**src/mkwc_ram.sv**
```systemverilog
`timescale 1ns / 1ps

// single write port, registered read, new data on address collision
module mkwc_ram #(
    parameter int WIDTH = 8,
    parameter int DEPTH = 32
) (
    input  logic                     aclk,
    input  logic                     wr_en,
    input  logic [$clog2(DEPTH)-1:0] wr_addr,
    input  logic [WIDTH-1:0]         wr_data,
    input  logic [$clog2(DEPTH)-1:0] rd_addr,
    output logic [WIDTH-1:0]         rd_data
);

    logic [WIDTH-1:0] mem_reg [DEPTH];
    logic [WIDTH-1:0] rd_data_reg;

    always_ff @(posedge aclk) begin
        if (wr_en) begin
            mem_reg[wr_addr] <= wr_data;
        end
        if (wr_en && (wr_addr == rd_addr)) begin
            rd_data_reg <= wr_data;
        end else begin
            rd_data_reg <= mem_reg[rd_addr];
        end
    end

    assign rd_data = rd_data_reg;

endmodule

```
**config.mk**
```make
export PLATFORM = sky130hd
export DESIGN_NAME = mkwc_ram
export DESIGN_NICKNAME = d
export VERILOG_FILES = /design/src/mkwc_ram.sv
export SDC_FILE = /design/constraint.sdc
export NUM_CORES = 1
export LEC_CHECK = 0
export ABC_AREA = 1
export BUFFER_PORTS_ARGS = -buffer_cell sky130_fd_sc_hd__buf_2
export CAP_MARGIN = 10
export CORE_UTILIZATION = 55
export DETAILED_ROUTE_END_ITERATION = 10
export GPL_TIMING_DRIVEN = 0
export PLACE_DENSITY = 0.74
export SKIP_LAST_GASP = 1
export SYNTH_ARGS = -nofsm -noshare
export SYNTH_HDL_FRONTEND = slang
export SYNTH_SLANG_ARGS = --single-unit
```
**constraint.sdc**
```tcl
create_clock -name aclk -period 1.6 [get_ports aclk]
set_clock_uncertainty 0.15 [all_clocks]
set_input_delay 0.32 -clock aclk [delete_from_list [all_inputs] [get_ports aclk]]
set_output_delay 0.32 -clock aclk [all_outputs]
set_load 0.05 [all_outputs]
```
==> results of run 1 <==
## worst max-delay path, stage by stage, from the launching register on
cell and delay (ns):
dfxtp_1 0.53, inv_1 0.20, buf_4 0.24, nand3_1 0.14
nand2_1 0.08, nand2_1 0.06, nand2_1 0.07, nand2_2 0.09
nand2_4 0.07, buf_8 0.15
## what timing repair did
item | CTS | global route
pin swaps | 5 | 7
setup buffers | 5 | 0
gates resized for setup | 85 | 54
hold buffers | 5 | 0
hold endpoints to repair | 5 | 0
setup endpoints to repair | 88 | 192
cloned | 1 | 2
## layout make-up
cell class | instances | share of cell area, %
Tap cell | 260 | 2.54
Multi-Input combinational cell | 596 | 22.1
Clock buffer | 30 | 5.19
Timing Repair Buffer | 40 | 2.97
Clock inverter | 14 | 1.75
Buffer | 51 | 4.29
Sequential cell | 261 | 60.8
Inverter | 10 | 0.371
## cells in the mapped netlist
library cell	number	area [um^2]
nand2_1	360	1350
clkbuf_1	7	26.3
nor2_1	32	120
buf_1	2	7.51
nand3_1	204	1020
inv_2	2	7.51
buf_6	24	270
dfxtp_1	5	100
inv_1	8	30.0
buf_4	4	30.0
edfxtp_1	256	7690
buf_2	15	75.1
## metal layers
layer	vias up	routed length, um
met1	3520	10900
li1	3321	-
met2	448	13000
met3	68	2770
met4	0	872
met5	-	0
## report_power, final
part / internal [mW] / switching [mW]
Clock: 3.92 / 2.47
Sequential: 7.59 / 0.0304
Combinational: 0.439 / 0.896
Total: 11.9 / 3.39
## cells by family (layout without fill, tap and decap cells)
| family | Yosys count | count (layout) | synth area share [%] |
|---|---|---|---|
| buffers and inverters | 62 | 145 | 4.16 |
| flip-flops | 261 | 261 | 72.6 |
| AND/OR/NAND/NOR | 596 | 596 | 23.2 |
## cell usage in the layout (no fill, tap or decap), types with 2 or more instances in the layout
cell and n:
nor2_2 28, clkinvlp_4 2, clkbuf_16 27, clkbuf_8 2, nand2_1 338, clkbuf_1 4, dlygate4sd3_1 5, buf_2 24
inv_1 8, nor2_4 3, buf_6 12, nand2_4 8, nand2_2 14, buf_12 3, dfxtp_1 3, clkinv_2 5
clkbuf_2 2, edfxtp_1 256, buf_4 15, bufinv_16 6, nand3_2 30, clkbuf_4 4, buf_8 22, nand3_1 174
## worst max-delay path by stage
| stage | from | end | slack [ns] | cells past startpoint |
|---|---|---|---|---|
| after floorplan | register | rd_data[4] | -0.06 | 11 |
| after global placement | register | rd_data[5] | -0.67 | 10 |
| after CTS | register | rd_data[1] | -0.96 | 11 |
| after detailed placement | register | rd_data[5] | -0.69 | 10 |
| final | register | rd_data[3] | -1.02 | 9 |
| after global routing | register | rd_data[3] | -1.10 | 12 |
## metrics by stage
stage / power [mW] / instances
2_1_floorplan: 8.44 / 919
3_3_place_gp: 8.84 / 1206
3_5_place_dp: 8.87 / 1206
4_1_cts: 15.3 / 1260
5_1_grt: 15.6 / 1262
6_report: 15.3 / 1262
==> metrics.md, run 1 <==
| Metric | Value |
|---|---|
| Die Wd | about 140 um |
| Final ANT Viol Nets | 0 |
| Peak supply drop | 0.00106 V |
| LEAKAGE | 4.77 nW |
| Total global routing overflow | 0 |
| First-pass GRT wire length | 40800 um |
| FILL cells | 1308 |
| Final setup vio count | roughly 110 |
| Via count | about 7400 |
| Initial antenna violation count | 0 |
| WHS | ~0.25 ns |
| FF/Latch Area | between 7000 and 8000 um^2 |
| Number of DRC markers in iteration 0 | 927 |
| Clock transition at path regs | 0.06 ns |
| Hold EP | mem_reg[22][0] |
| Failing checks | setup timing |
| M2 GR Usage | between 40% and 50% |
| Final Cycle Share | 164% |
| Distinct cells, synth | 12 |
| Cell Area, Synth | approximately 11000 um^2 |
| Grt met3 use | 4.22% |
| GR peak layer | met2 |
| HPWL Detailed | 16800 um |
| Core area | 18900 um^2 |
| Post-layout util | 67.8% |
| Io pins | 28 |
| Crit Path Class | reg -> out |
| Syn_nets | about 940 |
| Hold Path Stages | 1 |
| Clock tree buffer depth | 3 |
| Drt pass-1 iters | 6 |
| CTS tree | done |
| Number of global-route vias before repair | 7047 |
| Max-cap violations | 0 |
| Placement Setup Slack | -0.691 ns |
| Area Growth Syn to Fin | 19.5% |
| Die area | ~20000 um^2 |
| Starting density of the core | 56.8% |
| Final GP Congestion | around 0.94 |
| Crit start category | register |
| Critical Path RT | about 1.1 ns |
| Root Driver | clkbuf_16 |
| Placed Area | 11300 um^2 |
| DRT Wirelength | 27500 um |
| Slew Limit Headroom | a little under half |
| All-Layer GR Usage | 28.0% |
| Worst setup margin | -1.02 ns |
| CP max FO | 10 |
| Status | finished, violations left |
| Max FFs per register | 256 |
| Final instance area | around 13000 um^2 |
| Share of cells above drive strength 1 | 21.2% |
| Via density | approximately 6 |
| # nets final | between 1000 and 1500 |
| Slew Viols, Final | 0 |
| WL/cell | 21.8 um |
| Syn Inst Count | approximately 920 |
| F_max | 381 MHz |
| Antenna cell count | 0 |
| DRC Markers | 0 |
| IO Port Bufs | 27 |
| Hold Fails Final Rpt | 0 |
| # H-tree levels | 1 |
| Worst-Margin Slew | slightly below 0.8 ns |
| Min-delay src | wr_data[0] |
| Die H | between 100 and 150 um |
| TNS Setup | -12.74 ns |
| RSZ-0062 raised after global routing | yes |
| Crit path capture type | output port |
| Avg Inst Size Synth | 11.7 um^2 |
| Fin crit period | roughly 2.6 ns |
| Row count | 50 |
| CTS Buf Count | 25 |
| Clk sinks | 261 |
| Syn. warnings | 0 |
| Post-synthesis sequential area ratio | 72.6% |
| #FFs+latches synth | 261 |
| Largest net degree at the start of global routing | 33 |
| Worst path arrival time | between 2 and 2.5 ns |
| PwrDens | 1200 nW/um^2 |
| Tightest Hold Check Type | in -> reg |
| Multi-input gate area | 2830 um^2 |
| Met1 Usage GRT | roughly two fifths |
No activity file was read; power rests on OpenSTA's default activity.
==> inputs of run 2 (changes only) <==
- PLACE_DENSITY: 0.74 -> 0.72
- clock period: 1.6 -> 2.5 ns (I/O delays scaled with it)
==> run 2 against run 1 <==
Compared with the run above:
- routed wire length fell by 0.54%
- the run still ends with setup timing left
- sequential power decreased by 36%
- sequential cell count stayed put
- global-route usage is 0.31 points lower
- design area decreased by 1.6%
- setup slack gained 0.70 ns
- highest routed layer unchanged
- sequential share of layout area up 0.96 points
- critical path depth up 3
- core utilization fell by 1.1 points
- clock-buffer cell count is 9 higher
- total power is 38% lower
- die area unchanged
- largest power group unchanged
==> metrics.md, run 2 (synthesized netlist as in run 1, its figures left out) <==
| Metric | Value |
|---|---|
| Row count | 50 (unchanged) |
| Io pins | 28 (unchanged) |
| CP cell instances | inv_8 > buf_12 > clkbuf_16 > nand2_1 > nand3_1 > nand3_1 > nand2_1 > nand2_1 > nand2_2 > nand2_2 > nand2_2 > buf_8 |
| Clock transition at path regs | 0.06 ns (about the same) |
| Most frequent cells in the layout | nand2_1, edfxtp_1, nand3_1, nor2_1, clkbuf_16 |
| DRC Markers | 0 (unchanged) |
| DRT Wirelength | 27300 um (-0.54%) |
| # nets final | 1004 (-0.10%) |
| Delay-heaviest family, CP | simple AND/OR/NAND/NOR gates |
| Die H | 142 um (unchanged) |
| Worst setup margin | -0.327 ns (+0.696 ns) |
| Area Growth Syn to Fin | 17.6% |
| Final setup vio count | 8 (-93%) |
| Crit Path Class | reg -> out |
| Crit path depth | 12 (+3) |
| Total global routing overflow | 0 (unchanged) |
| Root Driver | clkbuf_16 |
| CTS Buf Count | 26 (+4.0%) |
| Final Cycle Share | 113% |
| Share of cells above drive strength 1 | 15.9% (-5.2 points) |
| Commonest non-fill, non-tap cell in the layout | nand2_1 |
| Placed Area | 11200 um^2 (-0.86%) |
| TNS Setup | -2.32 ns (+10.41 ns) |
| Via density | 5.71 (-2.1%) |
| Die Wd | 142 um (unchanged) |
| Final ANT Viol Nets | 0 (unchanged) |
| Clk sinks | 261 (unchanged) |
| Largest net degree at the start of global routing | 33 (unchanged) |
| CP max FO | 7 (-3) |
| WHS | 0.411 ns (+0.163 ns) |
| Max stage delay cell, worst path | dfxtp_4 |
| IO Port Bufs | 27 (unchanged) |
| Placed cell count | 1206 (unchanged) |
| All-Layer GR Usage | 27.7% (-0.31 points) |
| Failing checks | setup timing |
| Starting density of the core | 56.8% (unchanged) |
| CTS tree | done |
| Tightest Hold Check Type | in -> reg |
| Crit path capture type | output port |
| Max incr delay on CP | 0.44 ns (-0.09 ns) |
| Critical Path RT | 1.85 ns (+0.72 ns) |
| Placement Setup Slack | -0.0928 ns (+0.598 ns) |
| PnR Total Power | 9.46 mW (-38%) |
| Max-cap violations | 0 (unchanged) |
| Final instance area | 12600 um^2 (-1.6%) |
| WP buf/inv | 4 (+1) |
| Worst-Margin Slew | 0.894 ns (+0.104 ns) |
| Final GP Congestion | 0.943 (+0.78%) |
| Die area | 20100 um^2 (unchanged) |
| Hold Fails Final Rpt | 0 (unchanged) |
| Slew Viols, Final | 0 (unchanged) |
| Number of global-route vias before repair | 6732 (-4.5%) |
| Slew Limit Headroom | 40.2% (-7.1 points) |
| LEAKAGE | 4.73 nW (-0.66%) |
| WL/cell | 21.6 um (-0.70%) |
| RSZ-0062 raised after global routing | yes |
| Peak supply drop | 0.000730 V (-31%) |
| Clock tree buffer depth | 3 (unchanged) |
| Core area | 18900 um^2 (unchanged) |
| HPWL Detailed | 17100 um (+1.5%) |
| Via count | 7216 (-1.9%) |
| Status | finished, violations left |
| First-pass GRT wire length | 39600 um (-2.8%) |
| Initial antenna violation count | 0 (unchanged) |
| Post-layout util | 66.8% (-1.1 points) |
| PwrDens | 750 nW/um^2 (-37%) |
| Crit start category | register |
| Fin crit period | roughly 2.8 ns |
| Hold Path Stages | 1 (unchanged) |
| Max FFs per register | 256 (unchanged) |
| # H-tree levels | 1 (unchanged) |
| Number of DRC markers in iteration 0 | 621 (-33%) |
| Worst path arrival time | 2.18 ns (+0.03 ns) |
| Drt pass-1 iters | 5 (-1) |
| F_max | approximately 350 MHz |
| Non-Filler Instances | 1264 (+0.16%) |
| Antenna cell count | 0 (unchanged) |
-- run 2: changes by cell type in the layout (fill, tap and decap cells not counted), moves of 8 or more --
| cell | change |
|---|---|
| nor2_2 | -28 |
| nand2_1 | +9 |
| nor2_1 | +31 |
| nand2_4 | -8 |
-- run 2: timing repair --
action                                  in CTS  in global routing
hold buffers                                 5                  0
resized for setup                           77                 40
setup buffers                                0                  0
endpoints found under the setup margin       8                  8
hold endpoints to repair                     5                  0
pin swaps                                    6                 12
cloned                                       2                  4
-- run 2: final cells by class --
type / instances / area, um^2
Clock inverter: 9 / 65.1
Buffer: 51 / 556
Inverter: 10 / 45.0
Timing Repair Buffer: 38 / 420
Tap cell: 260 / 325
Clock buffer: 39 / 761
Sequential cell: 261 / 7790
Multi-Input combinational cell: 596 / 2650
Fill cell: 1381 / 6280
-- run 2: per-layer routing --
layer,wire length (um),vias to the layer above,GRT usage (%)
met4,713,0,8.60
met2,13000,344,45.1
met1,11400,3488,38.7
li1,-,3329,-
met3,2230,55,4.15
met5,0,-,0
-- run 2: worst paths after layout --
path	startpoint	endpoint	slack, ns
min	wr_data[0]	mem_reg[4][0]	0.41
max	register	rd_data[4]	-0.33
-- run 2: report_power, final --
group	internal, mW	switching, mW
sequential	4.86	0.0193
combinational	0.278	0.550
clock	2.19	1.56
==> inputs of run 3 (changes only) <==
- CORE_UTILIZATION: 55 -> 45
- PLACE_DENSITY: 0.72 -> 0.68
==> run 3 against run 2 <==
Compared with the run above:
- largest power group unchanged
- maximum frequency is 0.45% higher
- die area is 22% higher
- the run still ends with setup timing left
- routed wire length is 1.2% lower
- via count is 1.1% lower
- critical endpoint unchanged
- first-iteration DRC count is 27% higher
- total power is 0.14% higher
==> metrics.md, run 3 (synthesized netlist as in run 1, its figures left out) <==
| Metric | Value |
|---|---|
| Status | finished, violations left |
| Failing checks | setup timing |
| Critical Path Most Common Cell | nand2_1 |
| CP cell instances | inv_8 > buf_12 > buf_8 > nand2_1 > nand3_1 > nand3_1 > nand2_1 > nand2_1 > nand2_1 > nand2_1 > nand2_2 > buf_8 |
| Number of DRC markers in iteration 0 | 791 (+27%) |
| Final GP Congestion | 0.943 (about the same) |
| Area Growth Syn to Fin | 17.9% |
| Hold Fails Final Rpt | 0 (unchanged) |
| Most frequent cells in the layout | nand2_1, edfxtp_1, nand3_1, nor2_1 |
| DRC Markers | 0 (unchanged) |
| LEAKAGE | 4.72 nW (-0.28%) |
| Max stage delay cell, worst path | dfxtp_4 |
| Via count | 7139 (-1.1%) |
| Tightest Hold Check Type | in -> reg |
| TNS Setup | -2.24 ns (+0.0841 ns) |
| Delay-heaviest family, CP | simple AND/OR/NAND/NOR gates |
| Max FFs per register | 256 (unchanged) |
| Max incr delay on CP | 0.38 ns (-0.06 ns) |
| Slew Limit Headroom | 36.2% (-3.9 points) |
| Peak supply drop | 0.000401 V (-45%) |
| PwrDens | 749 nW/um^2 (-0.16%) |
| Die area | 24500 um^2 (+22%) |
| Max-cap violations | 0 (unchanged) |
| CP max FO | 10 (+3) |
| Io pins | 28 (unchanged) |
| Crit start category | register |
| Final Cycle Share | 113% (-0.50 points) |
| First-pass GRT wire length | 39400 um (-0.61%) |
| FF/Latch Area | 7790 um^2 (unchanged) |
| IO Port Bufs | 27 (unchanged) |
| HPWL Detailed | 17000 um (about the same) |
| Non-Filler Instances | 1321 (+4.5%) |
| Worst path arrival time | 2.16 ns (-0.02 ns) |
| All-Layer GR Usage | 22.4% (-5.3 points) |
| Number of global-route vias before repair | 6592 (-2.1%) |
| Drt pass-1 iters | 5 (unchanged) |
| Worst-Margin Slew | 0.953 ns (+0.0584 ns) |
| Crit path capture type | output port |
| Root Driver | clkbuf_16 |
| Clk sinks | 261 (unchanged) |
| Die Wd | 156 um (+10%) |
| Clock transition at path regs | 0.06 ns (about the same) |
| RSZ-0062 raised after global routing | yes |
| Placed cell count | 1265 (+4.9%) |
| # H-tree levels | 1 (unchanged) |
| Die H | 156 um (+10%) |
| Fin crit period | 2.81 ns (-0.0125 ns) |
| PnR Total Power | 9.47 mW (+0.14%) |
| Core area | 23400 um^2 (+24%) |
| Starting density of the core | 45.8% (-11 points) |
| Final setup vio count | 8 (unchanged) |
| CTS tree | done |
| Clock tree buffer depth | 3 (unchanged) |
| Via density | 5.40 (-5.3%) |
| # nets final | 1004 (unchanged) |
| Commonest non-fill, non-tap cell in the layout | nand2_1 |
| WL/cell | 20.5 um (-5.5%) |
| FILL cells | 1919 (+39%) |
| Antenna cell count | 0 (unchanged) |
| F_max | 355 MHz (+0.45%) |
| Multi-input gate area | 2660 um^2 (+0.38%) |
| Share of cells above drive strength 1 | 16.2% (+0.23 points) |
| Slew Viols, Final | 0 (unchanged) |
| CTS Buf Count | 26 (unchanged) |
| Final ANT Viol Nets | 0 (unchanged) |
| Initial antenna violation count | 0 (unchanged) |
| Crit Path Class | reg -> out |
| Worst setup margin | -0.314 ns (+0.0125 ns) |
| DRT Wirelength | 27000 um (-1.2%) |
| Critical Path RT | 1.85 ns (about the same) |
| WHS | 0.396 ns (-0.0145 ns) |
| Total global routing overflow | 0 (unchanged) |
| Largest net degree at the start of global routing | 33 (unchanged) |
| WP buf/inv | 4 (unchanged) |
| Row count | 56 (+12%) |
-- run 3: timing repair --
action,in CTS,in global routing
hold buffers,5,0
setup endpoints to repair,8,8
pin swaps,9,4
cloned,3,0
gates resized for setup,105,17
endpoints found under the hold margin,5,0
setup buffers,3,0
-- run 3: area by class of cell --
type,count,share of cell area [%]
tap,319,3.15
clock inverter,17,1.30
clock buffer,29,5.23
multi-input combinational,596,21.0
timing repair buffer,38,2.96
sequential,261,61.6
buffer,51,4.37
inverter,10,0.376
-- run 3: routing by layer --
layer,share of wire [%],track usage [%],up-vias,routed length (um)
met5,0,0,-,0
met3,8.3,3.21,70,2250
met1,43,32.3,3383,11600
li1,-,-,3328,-
met2,45,34.7,358,12200
met4,3.4,7.80,0,921
-- run 3: report_power, final --
part / internal (mW) / total [mW] / switching (mW) / leakage (nW)
Clock: 2.20 / 3.77 / 1.57 / 0.410
Combinational: 0.272 / 0.824 / 0.552 / 1.96
Sequential: 4.86 / 4.88 / 0.0178 / 2.35
-- run 3: path summary, 6_finish.rpt --
path	cells past startpoint	end	startpoint	slack, ns
hold / removal	1	mem_reg[28][0]	wr_data[0]	0.40
setup / recovery	12	rd_data[4]	register	-0.31
-- run 3: stage by stage --
step / area [um^2] / util [%] / worst slack (ns)
6_report: 12700 / 54.1 / -0.314
3_3_place_gp: 11300 / 48.1 / -0.0861
4_1_cts: 12600 / 53.8 / -0.280
2_1_floorplan: 10700 / - / 0.464
5_1_grt: 12700 / 54.1 / -0.391
3_5_place_dp: 11300 / 48.1 / -0.104
